==> src/hdl/bgrpf_pkg.sv <==
`default_nettype none
// ---------------------------------------------------------------------------
// bgrpf_pkg - shared types and constants for the palette fade/blend pipeline
// Item formats, configuration set, mode codes and inter-stage payloads.
// ---------------------------------------------------------------------------
package bgrpf_pkg;

	// Default geometry of the palette
	localparam int unsigned PALETTE_COLORS_DEF = 256;
	localparam int unsigned ROW_COLORS_DEF     = 16;

	// Rows covered by a skip mask
	localparam int unsigned MASK_ROWS = 16;
	localparam int unsigned ROW_W     = $clog2(MASK_ROWS);

	// Widths
	localparam int unsigned CHAN_W  = 5;
	localparam int unsigned COLOR_W = 15;
	localparam int unsigned INDEX_W = 8;
	localparam int unsigned STEP_W  = 6;
	localparam int unsigned WGT_W   = 8;
	localparam int unsigned MASK_W  = 16;
	localparam int unsigned MODE_W  = 3;
	localparam int unsigned CIDX_W  = 3;
	localparam int unsigned CDATA_W = 16;
	localparam int unsigned PROD_W  = CHAN_W + STEP_W - 1;   // 31*32 fits in 10 bits
	localparam int unsigned MPROD_W = CHAN_W + WGT_W;        // 31*255
	localparam int unsigned MSUM_W  = MPROD_W + 2;           // sum of three products

	// Channel and blend constants
	localparam logic [CHAN_W-1:0] CMAX     = 5'd31;
	localparam logic [STEP_W-1:0] STEP_MAX = 6'd32;
	localparam logic [CHAN_W:0]   TINT_ADD = 6'd5;

	// Monochrome /3: clamp when sum >= 96, else reciprocal multiply on 7 bits
	localparam logic [MSUM_W-1:0] MONO_CLAMP_SUM = 15'd96;
	localparam int unsigned       DIV3_IN_W      = 7;
	localparam logic [7:0]        DIV3_RECIP     = 8'd171;
	localparam int unsigned       DIV3_SHIFT     = 9;

	// Effect modes
	localparam logic [MODE_W-1:0] MODE_FROM_BLACK = 3'd0;
	localparam logic [MODE_W-1:0] MODE_TO_BLACK   = 3'd1;
	localparam logic [MODE_W-1:0] MODE_FROM_WHITE = 3'd2;
	localparam logic [MODE_W-1:0] MODE_TO_WHITE   = 3'd3;
	localparam logic [MODE_W-1:0] MODE_CROSS      = 3'd4;
	localparam logic [MODE_W-1:0] MODE_MONO       = 3'd5;
	localparam logic [MODE_W-1:0] MODE_TINT       = 3'd6;

	// Register indexes
	localparam logic [CIDX_W-1:0] REG_EFFECT_MODE  = 3'd0;
	localparam logic [CIDX_W-1:0] REG_FADE_STEP    = 3'd1;
	localparam logic [CIDX_W-1:0] REG_BG_SKIP      = 3'd2;
	localparam logic [CIDX_W-1:0] REG_OBJ_SKIP     = 3'd3;
	localparam logic [CIDX_W-1:0] REG_MONO_RED_W   = 3'd4;
	localparam logic [CIDX_W-1:0] REG_MONO_GREEN_W = 3'd5;
	localparam logic [CIDX_W-1:0] REG_MONO_BLUE_W  = 3'd6;

	typedef logic [CHAN_W-1:0] chan_t;

	typedef struct packed {
		logic [COLOR_W-1:0] source_color;
		logic [COLOR_W-1:0] target_color;
		logic               is_object;
		logic [INDEX_W-1:0] color_index;
	} in_item_t;

	typedef struct packed {
		logic [COLOR_W-1:0] result_color;
		logic               write_enable;
	} out_item_t;

	typedef struct packed {
		logic [MODE_W-1:0] effect_mode;
		logic [STEP_W-1:0] fade_step;
		logic [MASK_W-1:0] bg_skip_rows;
		logic [MASK_W-1:0] obj_skip_rows;
		logic [WGT_W-1:0]  mono_red_weight;
		logic [WGT_W-1:0]  mono_green_weight;
		logic [WGT_W-1:0]  mono_blue_weight;
	} cfg_t;

	// Stage 1: decoded operands
	typedef struct packed {
		logic               skip;
		logic [COLOR_W-1:0] src;
		chan_t [2:0]        oper;
		logic [2:0]         up;
		logic [STEP_W-1:0]  step;
	} s1_t;

	// Stage 2: products
	typedef struct packed {
		logic                      skip;
		logic [COLOR_W-1:0]        src;
		logic [2:0]                up;
		logic [2:0][PROD_W-1:0]    prod;
		logic [2:0][MPROD_W-1:0]   mprod;
	} s2_t;

	// Stage 3: channel results and monochrome sum
	typedef struct packed {
		logic               skip;
		logic [COLOR_W-1:0] src;
		chan_t [2:0]        chan;
		logic [MSUM_W-1:0]  msum;
	} s3_t;

	// Channel k of a packed colour (red 0, green 1, blue 2)
	function automatic chan_t chan_of(input logic [COLOR_W-1:0] c, input int unsigned k);
		chan_of = c[k*CHAN_W +: CHAN_W];
	endfunction

endpackage : bgrpf_pkg
`default_nettype wire

==> src/hdl/bgr555_palette_fade_blend.sv <==
`default_nettype none
// ---------------------------------------------------------------------------
// bgr555_palette_fade_blend - 15-bit palette colour fade and blend unit
// Fades, cross-fade, weighted monochrome and yellow tint per palette entry.
// ---------------------------------------------------------------------------
// Use:
//   Request channel: an item (source colour, target colour, palette select,
//   colour index) is taken on a rising edge with start high and busy low.
//   busy is never raised, so one item can be taken every cycle.
//   Result channel: done pulses for one cycle with the effect colour and its
//   write enable on result. The receiver cannot stall; none is needed since
//   the pipeline never backs up.
//   Pipeline: start to done passes the decode, multiply, combine and output
//   registers. Throughput: one item per cycle, set by the four-stage pipeline
//   with two narrow multipliers per channel in stage 2.
//   Configuration: cfg_valid/cfg_ready write channel, cfg_ready always high;
//   write only while no item is in flight. Unknown indexes are ignored.
//   Reset: arst_n clears the pipeline valid bits and loads register defaults
//   (mode from black, step 0, no skipped rows, monochrome weights 1).
// ---------------------------------------------------------------------------
module bgr555_palette_fade_blend #(
	parameter int unsigned PALETTE_COLORS = bgrpf_pkg::PALETTE_COLORS_DEF,
	parameter int unsigned ROW_COLORS     = bgrpf_pkg::ROW_COLORS_DEF
) (
	input  wire logic                              clk,
	input  wire logic                              arst_n,
	input  wire logic                              start,
	output logic                                   busy,
	input  wire bgrpf_pkg::in_item_t               request,
	input  wire logic                              cfg_valid,
	output logic                                   cfg_ready,
	input  wire logic [bgrpf_pkg::CIDX_W-1:0]      cfg_index,
	input  wire logic [bgrpf_pkg::CDATA_W-1:0]     cfg_data,
	output logic                                   done,
	output bgrpf_pkg::out_item_t                   result
);
	import bgrpf_pkg::*;

	cfg_t cfg_q;
	logic take;
	logic valid_s1;
	logic valid_s2;
	s1_t  st_s1;
	s2_t  st_s2;

	assign busy      = 1'b0;
	assign cfg_ready = 1'b1;
	assign take      = start && !busy;

	// Configuration registers
	always_ff @(posedge clk or negedge arst_n) begin
		if (!arst_n) begin
			cfg_q.effect_mode       <= MODE_FROM_BLACK;
			cfg_q.fade_step         <= '0;
			cfg_q.bg_skip_rows      <= '0;
			cfg_q.obj_skip_rows     <= '0;
			cfg_q.mono_red_weight   <= WGT_W'(1);
			cfg_q.mono_green_weight <= WGT_W'(1);
			cfg_q.mono_blue_weight  <= WGT_W'(1);
		end else if (cfg_valid && cfg_ready) begin
			unique case (cfg_index)
				REG_EFFECT_MODE:  cfg_q.effect_mode       <= cfg_data[MODE_W-1:0];
				REG_FADE_STEP:    cfg_q.fade_step         <= cfg_data[STEP_W-1:0];
				REG_BG_SKIP:      cfg_q.bg_skip_rows      <= cfg_data[MASK_W-1:0];
				REG_OBJ_SKIP:     cfg_q.obj_skip_rows     <= cfg_data[MASK_W-1:0];
				REG_MONO_RED_W:   cfg_q.mono_red_weight   <= cfg_data[WGT_W-1:0];
				REG_MONO_GREEN_W: cfg_q.mono_green_weight <= cfg_data[WGT_W-1:0];
				REG_MONO_BLUE_W:  cfg_q.mono_blue_weight  <= cfg_data[WGT_W-1:0];
				default: ;
			endcase
		end
	end

	// Pipeline
	bgrpf_decode #(
		.PALETTE_COLORS(PALETTE_COLORS),
		.ROW_COLORS    (ROW_COLORS)
	) u_decode (
		.clk     (clk),
		.arst_n  (arst_n),
		.cfg     (cfg_q),
		.take    (take),
		.request (request),
		.valid_s1(valid_s1),
		.st_s1   (st_s1)
	);

	bgrpf_mult u_mult (
		.clk     (clk),
		.arst_n  (arst_n),
		.cfg     (cfg_q),
		.valid_s1(valid_s1),
		.st_s1   (st_s1),
		.valid_s2(valid_s2),
		.st_s2   (st_s2)
	);

	bgrpf_combine u_combine (
		.clk     (clk),
		.arst_n  (arst_n),
		.cfg     (cfg_q),
		.valid_s2(valid_s2),
		.st_s2   (st_s2),
		.done    (done),
		.result  (result)
	);

	// Every taken item is followed by its done strobe
	a_taken_done: assert property (@(posedge clk) disable iff (!arst_n)
		take |-> ##4 done)
		else $error("taken item did not complete after four cycles");

	// No result without a matching item taken before it
	a_no_phantom: assert property (@(posedge clk) disable iff (!arst_n)
		!take |-> ##4 !done)
		else $error("result strobe without a matching item");

	// An unwritten entry carries its source colour through unchanged
	a_skip_src: assert property (@(posedge clk) disable iff (!arst_n)
		(done && !result.write_enable) |->
			(result.result_color == $past(request.source_color, 4)))
		else $error("skipped entry does not return its source colour");

endmodule : bgr555_palette_fade_blend
`default_nettype wire

==> src/hdl/bgrpf_decode.sv <==
`default_nettype none
// ---------------------------------------------------------------------------
// bgrpf_decode - stage 1 of the fade/blend pipeline
// Index table lookup, row skip decision, step clamp and per-channel operands.
// ---------------------------------------------------------------------------
module bgrpf_decode #(
	parameter int unsigned PALETTE_COLORS = bgrpf_pkg::PALETTE_COLORS_DEF,
	parameter int unsigned ROW_COLORS     = bgrpf_pkg::ROW_COLORS_DEF
) (
	input  wire logic               clk,
	input  wire logic               arst_n,
	input  wire bgrpf_pkg::cfg_t    cfg,
	input  wire logic               take,
	input  wire bgrpf_pkg::in_item_t request,
	output logic                    valid_s1,
	output bgrpf_pkg::s1_t          st_s1
);
	import bgrpf_pkg::*;

	localparam int unsigned IDX_N = 1 << INDEX_W;

	// Constant index tables: row number, row inside mask, first colour of row
	logic [ROW_W-1:0] row_tab   [IDX_N];
	logic             inmask_tab[IDX_N];
	logic             first_tab [IDX_N];

	for (genvar i = 0; i < IDX_N; i++) begin : g_tab
		localparam int unsigned POS = i % PALETTE_COLORS;
		localparam int unsigned ROW = POS / ROW_COLORS;
		assign row_tab[i]    = ROW_W'(ROW % MASK_ROWS);
		assign inmask_tab[i] = (ROW < MASK_ROWS);
		assign first_tab[i]  = ((POS % ROW_COLORS) == 0);
	end

	logic [MASK_W-1:0] mask;
	logic              row_skip;
	logic              tint_first;
	s1_t               nxt;

	// Skip decision
	always_comb begin
		mask       = request.is_object ? cfg.obj_skip_rows : cfg.bg_skip_rows;
		row_skip   = inmask_tab[request.color_index] && mask[row_tab[request.color_index]];
		tint_first = (cfg.effect_mode == MODE_TINT) && first_tab[request.color_index];
	end

	// Operands per channel
	always_comb begin
		chan_t c;
		chan_t e;
		nxt.skip = row_skip || tint_first || (cfg.effect_mode > MODE_TINT);
		nxt.src  = request.source_color;
		nxt.step = (cfg.fade_step > STEP_MAX) ? STEP_MAX : cfg.fade_step;
		for (int k = 0; k < 3; k++) begin
			c = chan_of(request.source_color, k);
			e = chan_of(request.target_color, k);
			nxt.up[k]   = 1'b0;
			nxt.oper[k] = c;
			case (cfg.effect_mode) inside
				MODE_FROM_WHITE, MODE_TO_WHITE: begin
					nxt.oper[k] = CMAX - c;
				end
				MODE_CROSS: begin
					nxt.up[k]   = (e > c);
					nxt.oper[k] = (e > c) ? (e - c) : (c - e);
				end
				default: begin
					nxt.oper[k] = c;
				end
			endcase
		end
	end

	// Stage register
	always_ff @(posedge clk or negedge arst_n) begin
		if (!arst_n) begin
			valid_s1 <= 1'b0;
		end else begin
			valid_s1 <= take;
		end
	end

	always_ff @(posedge clk) begin
		if (take) begin
			st_s1 <= nxt;
		end
	end

endmodule : bgrpf_decode
`default_nettype wire

==> src/hdl/bgrpf_mult.sv <==
`default_nettype none
// ---------------------------------------------------------------------------
// bgrpf_mult - stage 2 of the fade/blend pipeline
// Step products for fades and cross-fade, weighted products for monochrome.
// ---------------------------------------------------------------------------
module bgrpf_mult (
	input  wire logic            clk,
	input  wire logic            arst_n,
	input  wire bgrpf_pkg::cfg_t cfg,
	input  wire logic            valid_s1,
	input  wire bgrpf_pkg::s1_t  st_s1,
	output logic                 valid_s2,
	output bgrpf_pkg::s2_t       st_s2
);
	import bgrpf_pkg::*;

	s2_t nxt;
	logic [2:0][WGT_W-1:0] wgt;

	assign wgt = {cfg.mono_blue_weight, cfg.mono_green_weight, cfg.mono_red_weight};

	// Six narrow multipliers in parallel
	always_comb begin
		nxt.skip = st_s1.skip;
		nxt.src  = st_s1.src;
		nxt.up   = st_s1.up;
		for (int k = 0; k < 3; k++) begin
			nxt.prod[k]  = PROD_W'(st_s1.oper[k]) * PROD_W'(st_s1.step);
			nxt.mprod[k] = MPROD_W'(chan_of(st_s1.src, k)) * MPROD_W'(wgt[k]);
		end
	end

	always_ff @(posedge clk or negedge arst_n) begin
		if (!arst_n) begin
			valid_s2 <= 1'b0;
		end else begin
			valid_s2 <= valid_s1;
		end
	end

	always_ff @(posedge clk) begin
		if (valid_s1) begin
			st_s2 <= nxt;
		end
	end

endmodule : bgrpf_mult
`default_nettype wire

==> src/hdl/bgrpf_combine.sv <==
`default_nettype none
// ---------------------------------------------------------------------------
// bgrpf_combine - stages 3 and 4 of the fade/blend pipeline
// Channel combine per mode, monochrome sum, then divide/clamp and output.
// ---------------------------------------------------------------------------
module bgrpf_combine (
	input  wire logic             clk,
	input  wire logic             arst_n,
	input  wire bgrpf_pkg::cfg_t  cfg,
	input  wire logic             valid_s2,
	input  wire bgrpf_pkg::s2_t   st_s2,
	output logic                  done,
	output bgrpf_pkg::out_item_t  result
);
	import bgrpf_pkg::*;

	s3_t       nxt3;
	s3_t       st_s3;
	logic      valid_s3;
	logic      valid_s4;
	out_item_t nxt4;
	out_item_t result_s4;

	// Stage 3: per-channel result
	always_comb begin
		chan_t            c;
		chan_t            d;
		logic [CHAN_W:0]  tsum;
		nxt3.skip = st_s2.skip;
		nxt3.src  = st_s2.src;
		nxt3.msum = MSUM_W'(st_s2.mprod[0]) + MSUM_W'(st_s2.mprod[1])
		          + MSUM_W'(st_s2.mprod[2]);
		for (int k = 0; k < 3; k++) begin
			c    = chan_of(st_s2.src, k);
			d    = st_s2.prod[k][PROD_W-1 -: CHAN_W];
			tsum = {1'b0, c} + TINT_ADD;
			case (cfg.effect_mode)
				MODE_FROM_BLACK: nxt3.chan[k] = d;
				MODE_TO_BLACK:   nxt3.chan[k] = c - d;
				MODE_FROM_WHITE: nxt3.chan[k] = CMAX - d;
				MODE_TO_WHITE:   nxt3.chan[k] = c + d;
				MODE_CROSS:      nxt3.chan[k] = st_s2.up[k] ? (c + d) : (c - d);
				MODE_TINT: begin
					// blue is left as it is
					if (k == 2) begin
						nxt3.chan[k] = c;
					end else begin
						nxt3.chan[k] = tsum[CHAN_W] ? CMAX : tsum[CHAN_W-1:0];
					end
				end
				default:         nxt3.chan[k] = c;
			endcase
		end
	end

	// Stage 4: monochrome divide by three with clamp, final select
	always_comb begin
		logic [DIV3_IN_W+7:0] q;
		chan_t                avg;
		q   = (DIV3_IN_W+8)'(st_s3.msum[DIV3_IN_W-1:0]) * (DIV3_IN_W+8)'(DIV3_RECIP);
		avg = (st_s3.msum >= MONO_CLAMP_SUM) ? CMAX : q[DIV3_SHIFT +: CHAN_W];
		if (st_s3.skip) begin
			nxt4.result_color = st_s3.src;
			nxt4.write_enable = 1'b0;
		end else if (cfg.effect_mode == MODE_MONO) begin
			nxt4.result_color = {avg, avg, avg};
			nxt4.write_enable = 1'b1;
		end else begin
			nxt4.result_color = {st_s3.chan[2], st_s3.chan[1], st_s3.chan[0]};
			nxt4.write_enable = 1'b1;
		end
	end

	always_ff @(posedge clk or negedge arst_n) begin
		if (!arst_n) begin
			valid_s3 <= 1'b0;
			valid_s4 <= 1'b0;
		end else begin
			valid_s3 <= valid_s2;
			valid_s4 <= valid_s3;
		end
	end

	always_ff @(posedge clk) begin
		if (valid_s2) begin
			st_s3 <= nxt3;
		end
		if (valid_s3) begin
			result_s4 <= nxt4;
		end
	end

	assign done   = valid_s4;
	assign result = result_s4;

endmodule : bgrpf_combine
`default_nettype wire

==> config.mk <==
export PLATFORM = sky130hd
export DESIGN_NAME = bgr555_palette_fade_blend
export DESIGN_NICKNAME = d
export VERILOG_FILES = /design/src/hdl/bgrpf_pkg.sv /design/src/hdl/bgr555_palette_fade_blend.sv /design/src/hdl/bgrpf_decode.sv /design/src/hdl/bgrpf_mult.sv /design/src/hdl/bgrpf_combine.sv
export SDC_FILE = /design/constraint.sdc
export NUM_CORES = 1
export LEC_CHECK = 0
export BUFFER_PORTS_ARGS = -buffer_cell sky130_fd_sc_hd__buf_2
export CAP_MARGIN = 5
export CORE_ASPECT_RATIO = 1.1
export CORE_MARGIN = 10
export CORE_UTILIZATION = 60
export CTS_BUF_LIST = sky130_fd_sc_hd__clkbuf_8
export DETAILED_ROUTE_END_ITERATION = 6
export PLACE_DENSITY = 0.89
export SETUP_SLACK_MARGIN = 0.05
export SLEW_MARGIN = 20
export SYNTH_ARGS = -nofsm -noshare
export SYNTH_HDL_FRONTEND = slang
export SYNTH_HIERARCHICAL = 1
export SYNTH_SLANG_ARGS = --single-unit
==> constraint.sdc <==
create_clock -name clk -period 5.5 [get_ports clk]
set_input_delay 0.55 -clock clk [delete_from_list [all_inputs] [get_ports clk]]
set_output_delay 0.55 -clock clk [all_outputs]
set_load 0.01 [all_outputs]
==> impl_metrics.tcl, run 1 <==
set metrics [dict create \
    antenna_found_initial 0 \
    avgViaCountPerCell 5.94 \
    powerDensity_nw_per_um2 559 \
    startpoint_type "register" \
    status "complete, no violations" \
    peakVddDrop_v 0.000550 \
    grt_pass1_wl_um 72500 \
    num_antenna_cells 0 \
    cts_resized 0 \
    cp.arrival_ps 4660 \
    nets 2331 \
    design.core.area_um2 32500 \
    io_pins 81 \
    post_cts_buffers 0 \
    hold_slack_ps 240 \
    hold_path_class "in -> async" \
    rsz0062_at_grt "no" \
    place.gp.congestion 0.895 \
    clkTransAtPathRegs_ps 60 \
    tightest_slew_ps 982 \
    cts_inserted_buffers 40 \
    cts_buffer_depth 3 \
    cts_hold_buffers 0 \
    slew-limit-headroom_pct 34.1 \
    cp_slowest_cell "fa_1" \
    crit_chain "ha_1, fa_1, inv_1, fa_1, inv_1, fa_1, ha_1, a2111o_1, o21ai_0, o21ba_2, mux2_2, nor2_1" \
    num_vias 14179 \
    finalMaxSlewViolations 0 \
    drv_cap 0 \
    dpl.cell_count 2314 \
    fin_cells 2387 \
    drtAntennaViolNets 0 \
    p_total_w 0.0119 \
    cp-end-kind "register" \
    grt_remaining_overflow 0 \
    setup_viol 0 \
    die_x_um 193 \
    slowest_delay_ps 500 \
    grtUsageTotal_pct 21.2 \
    hold_viol 0 \
    syn_avg_cell_area_um2 10.8 \
    fin_tns_setup_ps 0 \
    cpMostUsedCell "fa_1" \
    place_hpwl_um 33700 \
    crit_type "reg -> reg" \
    synthCells 1845 \
    synthToLayoutAreaGrowth_pct 7.63 \
    fp-row-count 69 \
    leakage_nw 9.89 \
    clkSinkCount 244 \
    cts-htree-levels 2 \
    path_buf_inv 2 \
    design_area_um2 21300 \
    place.port_buffers 78 \
    drc 0 \
    place_area_um2 20600 \
    dr.pass1.iters 5 \
    grt_max_degree 75 \
    worstSkewPairLatency_ps 540 \
    period_share_pct 77.7 \
    crit_family "adder cells" \
    syn_nets 2246 \
    drive_gt1_share_pct 12.5 \
    avgRoutedWirePerCell_um 18.7 \
    clock-root-buffer "clkbuf_8" \
    die_h_um 211 \
    fin_skew_ps 24.3 \
    die-area_um2 40700 \
    grt_pass1_vias 14850 \
    yosys_warnings 6 \
    fin_crit_ps 4280 \
    cp.required_ps 5890 \
    initialDrtViolationCount 972 \
    cts_tree "yes" \
    cp_max_fo 5 \
    syn_area_um2 19800 \
    start_util_pct 61.1 \
    fmax_ghz 0.234 \
    drt_wl_total_um 44600 \
]
==> path summary, 6_finish.rpt <==
| check | depth (start not counted) | slack, ps | end | start |
|---|---|---|---|---|
| setup / recovery | 12 | 1220 | u_combine/result[8] | u_combine/st_s3[4] |
| hold / removal | 2 | 240 | cfg_q[55] | arst_n |
| setup reg to reg | 12 | 1220 | u_combine/result[8] | u_combine/st_s3[4] |
| hold reg to reg | 0 | 430 | u_combine/st_s3[45] | u_mult/st_s2[87] |
| max in group asynchronous | 2 | 4580 | u_decode/valid_s1 | arst_n |
| min in group clk | 1 | 240 | u_decode/st_s1[28] | request[28] |
==> registers in the layout (all words and copies together) (netlist names) <==
signal and cells:
cfg_q 65, u_combine/done 1, u_combine/result 16, u_combine/st_s3 46, u_combine/valid_s3 1, u_decode/st_s1 40
u_decode/valid_s1 1, u_mult/st_s2 73, u_mult/valid_s2 1
==> area by class of cell <==
type / instances / area [µm²]
Clock buffer: 45 / 619
Multi-Input combinational cell: 1323 / 11700
Inverter: 237 / 890
Sequential cell: 244 / 6990
Timing Repair Buffer: 84 / 435
Clock inverter: 28 / 178
Fill cell: 2431 / 11100
Tap cell: 426 / 533
==> per-stage QoR <==
step	setup slack, ps	util [%]
CTS	1280	65.8
global route	1070	65.8
finish	1220	65.8
floorplan	1510	-
detailed placement	1280	63.3
global placement	1400	63.3
==> power by group <==
group | leakage, nW | switching [W] | internal [W] | total [W]
sequential | 2.55 | 0.000474 | 0.00275 | 0.00322
clock | 0.463 | 0.000718 | 0.000849 | 0.00157
combinational | 6.88 | 0.00394 | 0.00320 | 0.00714
==> placed cells by master (no fill, tap or decap), types with 5 or more instances in the layout <==
master and n:
buf_4 6, a22oi_1 5, a21oi_1 89, ha_1 217
nand2b_1 12, dfrtp_1 64, clkinv_2 6, nand4_1 7
nand3b_1 5, nor4_1 6, nor2b_1 29, nand2_1 132
xnor2_1 56, nor3_1 13, nor2_1 83, o221ai_1 15
and2_1 127, a221o_1 6, a211oi_1 7, o21ai_0 51
inv_1 249, o22ai_1 19, nand3_1 33, and3_1 11
mux2i_1 20, buf_2 78, xor2_1 17, clkbuf_8 45
o21bai_1 11, a31oi_1 16, o21a_1 11, mux2_2 56
a21o_1 29, fa_1 122, o211ai_1 9, mux2_4 10
edfxtp_1 175
==> metal layers <==
layer / track usage, % / part of all wire (%)
met1: 25.8 / 42
met2: 36.9 / 49
met3: 3.22 / 5.5
met4: 9.15 / 3.5
met5: 0 / 0
Power figures use the tool's default switching activity.
==> inputs of run 2 (changes only) <==
- clock period: 5.5 -> 4.47 ns (I/O delays scaled with it)
==> run 2 against run 1 <==
Sequential power rose by 23%. Total power rose by 24%. Setup slack got worse by 1000 ps. First-iteration DRC count fell by 8.0%. Critical path type unchanged. Clock-buffer cell count did not move.
==> impl_metrics.tcl, run 2 (synthesized netlist as in run 1, its figures left out) <==
set metrics [dict create \
    status "complete, no violations" \
    num_antenna_cells 0 \
    peakVddDrop_v 0.000523 \
    grt_pass1_wl_um 72000 \
    cts_inserted_buffers 41 \
    synthToLayoutAreaGrowth_pct 8.12 \
    place.gp.congestion 0.911 \
    initialDrtViolationCount 894 \
    clkSinkCount 244 \
    die_x_um 193 \
    fin_crit_ps 4250 \
    startpoint_type "register" \
    p_total_w 0.0148 \
    io_pins 81 \
    leakage_nw 9.90 \
    largest_register_ff_count 73 \
    crit_end "u_combine/result[3]" \
    hold_viol 0 \
    worstSkewPairLatency_ps 550 \
    drv_cap 0 \
    cts_buffer_depth 3 \
    rrSetupSlack_ps 220 \
    hold_path_class "in -> reg" \
    period_share_pct 95.0 \
    fin_skew_ps 27.1 \
    cp_slowest_cell "fa_1" \
    fmax_ghz 0.235 \
    path_buf_inv 2 \
    cp.required_ps 4880 \
    post_cts_buffers 0 \
    r2r-start "u_combine/st_s3[4]" \
    antenna_found_initial 0 \
    cp.arrival_ps 4660 \
    p_sw_share_pct 43.2 \
    grtUsageTotal_pct 21.0 \
    grt_max_degree 48 \
    p_int_w 0.00839 \
    layout_commonest_cell "inv_1" \
    reg2regPathDepth 12 \
    largest-register "u_mult/st_s2" \
    avgRoutedWirePerCell_um 18.3 \
    layout_common_cells "inv_1 (238), ha_1 (217), edfxtp_1 (175), nand2_1 (132), and2_1 (127)" \
    tightest_slew_ps 999 \
    rsz0062_at_grt "no" \
    slew-limit-headroom_pct 32.9 \
    crit_chain "ha_1, fa_1, inv_1, fa_1, inv_1, fa_1, ha_1, a2111o_1, o21ai_0, o21ba_2, mux2_2, nor2_1" \
    drive_gt1_share_pct 13.2 \
    seq_power_share_pct 26.8 \
    cts_resized 0 \
    design_area_um2 21400 \
    p_sw_w 0.00638 \
    fin_tns_setup_ps 0 \
    finalMaxSlewViolations 0 \
    start_util_pct 61.1 \
    nets 2341 \
    cts_tree "yes" \
    cts-htree-levels 2 \
    cp_max_fo 5 \
    fp-row-count 69 \
    r2r-end "u_combine/result[3]" \
    clock-root-buffer "clkbuf_8" \
    design.core.area_um2 32500 \
    grt_remaining_overflow 0 \
    die-area_um2 40700 \
    avgViaCountPerCell 5.88 \
    num_vias 14100 \
    dr.pass1.iters 5 \
    p_comb_share_pct 59.8 \
    drc 0 \
    crit_cells 12 \
    place_area_um2 20600 \
    cp-end-kind "register" \
    largest_registers "u_mult/st_s2 x73, cfg_q x65, u_combine/st_s3 x46" \
    cpMostUsedCell "fa_1" \
    grt_pass1_vias 14760 \
    place.port_buffers 78 \
    setup_viol 0 \
    powerDensity_nw_per_um2 689 \
    crit_family "adder cells" \
    drt_wl_total_um 43800 \
    crit_type "reg -> reg" \
    critPathLaunch "u_combine/st_s3[4]" \
    place_hpwl_um 33800 \
    slowest_delay_ps 500 \
    die_h_um 211 \
    power.share.clock_pct 13.4 \
    drtAntennaViolNets 0 \
    clkTransAtPathRegs_ps 60 \
]
## run 2: cell type report
| type | instances | area [µm²] |
|---|---|---|
| clock buffers | 45 | 619 |
| clock inverters | 28 | 203 |
| fillers | 2374 | 11000 |
| inverters | 237 | 890 |
| multi-input cells | 1323 | 11700 |
| flip-flops and latches | 244 | 6990 |
| well taps | 426 | 533 |
| repair buffers | 93 | 508 |
## run 2: metal layers
metal	vias to the layer above	GRT usage, %	routed length [µm]
li1	6609	-	-
met1	6847	25.7	18200
met2	542	36.6	21400
met3	102	3.38	2780
met4	0	8.43	1390
met5	-	0	0
## run 2: stage by stage
stage	setup slack (ps)	util [%]	hold slack, ps	std cells
2_1_floorplan	484	-	151	1845
3_3_place_gp	360	63.5	404	2322
3_5_place_dp	249	63.5	406	2322
4_1_cts	266	66.0	93.8	2395
5_1_grt	71.6	66.1	104	2396
6_report	221	66.1	116	2396
## run 2: how the worst min path moves through the flow
stage	slack, ps	cells past startpoint	start	to
final	120	1	request[28]	u_decode/st_s1[28]
after global routing	100	1	request[28]	u_decode/st_s1[28]
after CTS	90	1	request[28]	u_decode/st_s1[28]
after detailed placement	410	0	u_mult/st_s2[87]	u_combine/st_s3[45]
after global placement	400	0	u_mult/st_s2[87]	u_combine/st_s3[45]
after floorplan	150	0	arst_n	cfg_q[10]
## run 2: power by group through the flow
stage,logic [W],clock network (W),registers [W]
after detailed placement,0.00863,0,0.00399
final,0.00883,0.00198,0.00395
after floorplan,0.00675,0,0.00376
after global routing,0.00988,0.00211,0.00402
after CTS,0.00872,0.00201,0.00395
after global placement,0.00809,0,0.00394
## run 2: what timing repair did
| item | CTS | global route |
|---|---|---|
| endpoints found under the setup margin | 0 | 0 |
| hold endpoints to repair | 0 | 43 |
| hold buffers | 0 | 1 |
==> inputs of run 3 (changes only) <==
- SYNTH_HIERARCHICAL: 1 -> default
==> run 3 against run 2 <==
Area after synthesis fell by 3.8%. Combinational power shrank 2.7%. Final area is 3.0% lower. Clock skew up 8.0 ps. Core utilization is 0.16 points higher. Setup slack worse by 90 ps. Routed wire length down 2.6%. Via count shrank 4.0%. Critical path depth rose by 2. First-iteration DRC count rose by 0.89%.
==> impl_metrics.tcl, run 3 <==
set metrics [dict create \
    setup_viol 0 \
    cp.required_ps 4750 \
    cp.arrival_ps 4610 \
    synth_top_area_share_pct 27.5 \
    largest_registers "u_mult.st_s2 x73, cfg_q x65, u_combine.st_s3 x46" \
    status "complete, no violations" \
    place_hpwl_um 33000 \
    die_x_um 190 \
    initialDrtViolationCount 902 \
    fin_crit_ps 4340 \
    crit_type "reg -> reg" \
    syn_nets 2170 \
    synthCells 1776 \
    dpl.cell_count 2245 \
    yosys.area_share.adder_pct 26.0 \
    avgRoutedWirePerCell_um 18.3 \
    startpoint_type "register" \
    p_comb_share_pct 60.0 \
    syn_area_um2 19100 \
    place.gp.congestion 0.889 \
    leakage_nw 9.53 \
    period_share_pct 97.1 \
    slew-limit-headroom_pct 28.4 \
    synthSimpleGateAreaFrac_pct 12.2 \
    grtUsageMet2_pct 36.7 \
    synth_top_area_cell "edfxtp_1" \
    cp_max_fo 7 \
    antenna_found_initial 0 \
    synth.area.top_cells "edfxtp_1 (28%), ha_1 (15%), fa_1 (11%), dfrtp_1 (8.7%), mux2_2 (4.3%)" \
    synthToLayoutAreaGrowth_pct 8.92 \
    start_util_pct 60.8 \
    tightest_slew_ps 1070 \
    largest_register_ff_count 73 \
    largest-register "u_mult.st_s2" \
    cpMostUsedCell "fa_1" \
    grt_remaining_overflow 0 \
    p_sw_share_pct 42.4 \
    io_pins 81 \
    synth_mux_area_share_pct 5.70 \
    worstSkewPairLatency_ps 560 \
    syn_avg_cell_area_um2 10.7 \
    async_flop_share_pct 28.3 \
    design.core.area_um2 31400 \
    hold_viol 0 \
    path_buf_inv 2 \
    synth-xor-area-share_pct 4.18 \
    place.port_buffers 78 \
    p_int_w 0.00826 \
    layout_commonest_cell "ha_1" \
    cts_inserted_buffers 39 \
    num_vias 13534 \
    fp-row-count 68 \
    met3_usage_pct 3.34 \
    grtUsageMet1_pct 26.1 \
    cts_tree "yes" \
    power.share.clock_pct 12.7 \
    drc 0 \
    clkSinkCount 244 \
    clkTransAtPathRegs_ps 60 \
    num_antenna_cells 0 \
    grt_max_degree 70 \
    drt_wl_total_um 42600 \
    fmax_ghz 0.230 \
    die_h_um 207 \
    grt_pass1_vias 13948 \
    powerDensity_nw_per_um2 689 \
    avgViaCountPerCell 5.81 \
    die-area_um2 39400 \
    layout_common_cells "ha_1 (224), inv_1 (218), edfxtp_1 (175), nand2_1 (152), and2_1 (117)" \
    seq_area_frac_synth_pct 36.6 \
    grt_pass1_wl_um 69400 \
    cts_hold_buffers 0 \
    cp-end-kind "register" \
    cp_slowest_cell "fa_1" \
    grtUsageTotal_pct 21.3 \
    synth-seq-cells 244 \
    drv_cap 0 \
    crit_family "adder cells" \
    synthMostInstantiatedCell "ha_1" \
    grt_busiest_layer "met2" \
    cts-htree-levels 2 \
    finalMaxSlewViolations 0 \
    yosys_warnings 0 \
    ys_types 65 \
    drtAntennaViolNets 0 \
    dr.pass1.iters 7 \
    slowest_delay_ps 540 \
    drive_gt1_share_pct 13.8 \
    hold_slack_ps 103 \
    cts_buffer_depth 3 \
    clock-root-buffer "clkbuf_8" \
    crit_chain "and2_1, fa_1, fa_1, inv_1, fa_1, inv_1, ha_1, a21oi_2, nor2b_1, o21a_1, or4_4, a31o_1, a21oi_2, xnor2_1" \
    p_total_w 0.0143 \
    fin_cells 2328 \
    synth_edf_count 175 \
    seq_power_share_pct 27.2 \
    fin_skew_ps 35.1 \
    synth_flop_cell "edfxtp_1" \
    peakVddDrop_v 0.000450 \
    synth_top_family_by_area "adder cells" \
    hold_path_class "in -> async" \
    nets 2274 \
    synthTopCellsByCount "ha_1 (225), inv_1 (205), edfxtp_1 (175)" \
    p_sw_w 0.00607 \
    synth-compound-area-share_pct 10.5 \
]
==> run 3: cell count changes in the layout (fill, tap and decap cells not counted), sizes merged, moves of 16 or more <==
cell   before  now
o22ai      19    3
mux2i      20    4
nand2     133  153
xnor2      56   72
inv       240  218
a21oi      93  113
nand3      33   16
==> run 3: layer usage <==
layer | share of wire (%) | vias up
met1 | 41 | 6622
li1 | - | 6373
met5 | 0 | -
met4 | 3.6 | 0
met2 | 50 | 442
met3 | 5.6 | 97
==> run 3: kinds of logic (layout without fill, tap and decap cells) <==
group / count (synthesis) / after routing
simple gates: 470 / 470
fa+ha+maj: 332 / 332
compound gates: 306 / 306
flops: 244 / 244
buf+inv: 244 / 376
xor+xnor: 91 / 91
mux: 87 / 87
other cells: 2 / 2
==> run 3: path summary, 6_finish.rpt <==
kind | start | to | cells past startpoint | slack, ps
max | u_decode.st_s1[38] | u_mult.st_s2[38] | 14 | 130
min | arst_n | cfg_q[32] | 2 | 100
max reg2reg | u_decode.st_s1[38] | u_mult.st_s2[38] | 14 | 130
min reg2reg | u_decode.st_s1[39] | u_mult.st_s2[87] | 0 | 420
max in group asynchronous | arst_n | u_mult.valid_s2 | 2 | 3690
min in group clk | request[33] | u_decode.st_s1[33] | 1 | 120
==> run 3: area by class of cell <==
class,instances,area (µm²)
clock buffers,41,564
multi-input cells,1288,11200
well taps,420,526
repair buffers,102,571
inverters,205,769
clock inverters,28,171
fillers,2199,10600
flip-flops and latches,244,6990
==> run 3: stage by stage <==
stage               TNS (ps)  area [µm²]  util (%)  setup WS (ps)
floorplan                  0       19100         -            325
global placement           0       19900      63.5            238
detailed placement         0       19900      63.5           88.1
CTS                        0       20700      65.8           58.5
global route           -3.42       20800      66.2          -3.42
finish                     0       20800      66.2            131
==> run 3: timing repair <==
action                     in CTS  in global routing
resized for setup               0                  4
setup endpoints to repair       0                 11
buffers inserted                0                 14
==> run 3: power groups by stage <==
stage	clock network (W)	logic [W]	registers, W
2_1_floorplan	0	0.00660	0.00373
3_3_place_gp	0	0.00784	0.00390
3_5_place_dp	0	0.00831	0.00394
4_1_cts	0.00185	0.00844	0.00390
5_1_grt	0.00195	0.00974	0.00397
6_report	0.00182	0.00859	0.00390
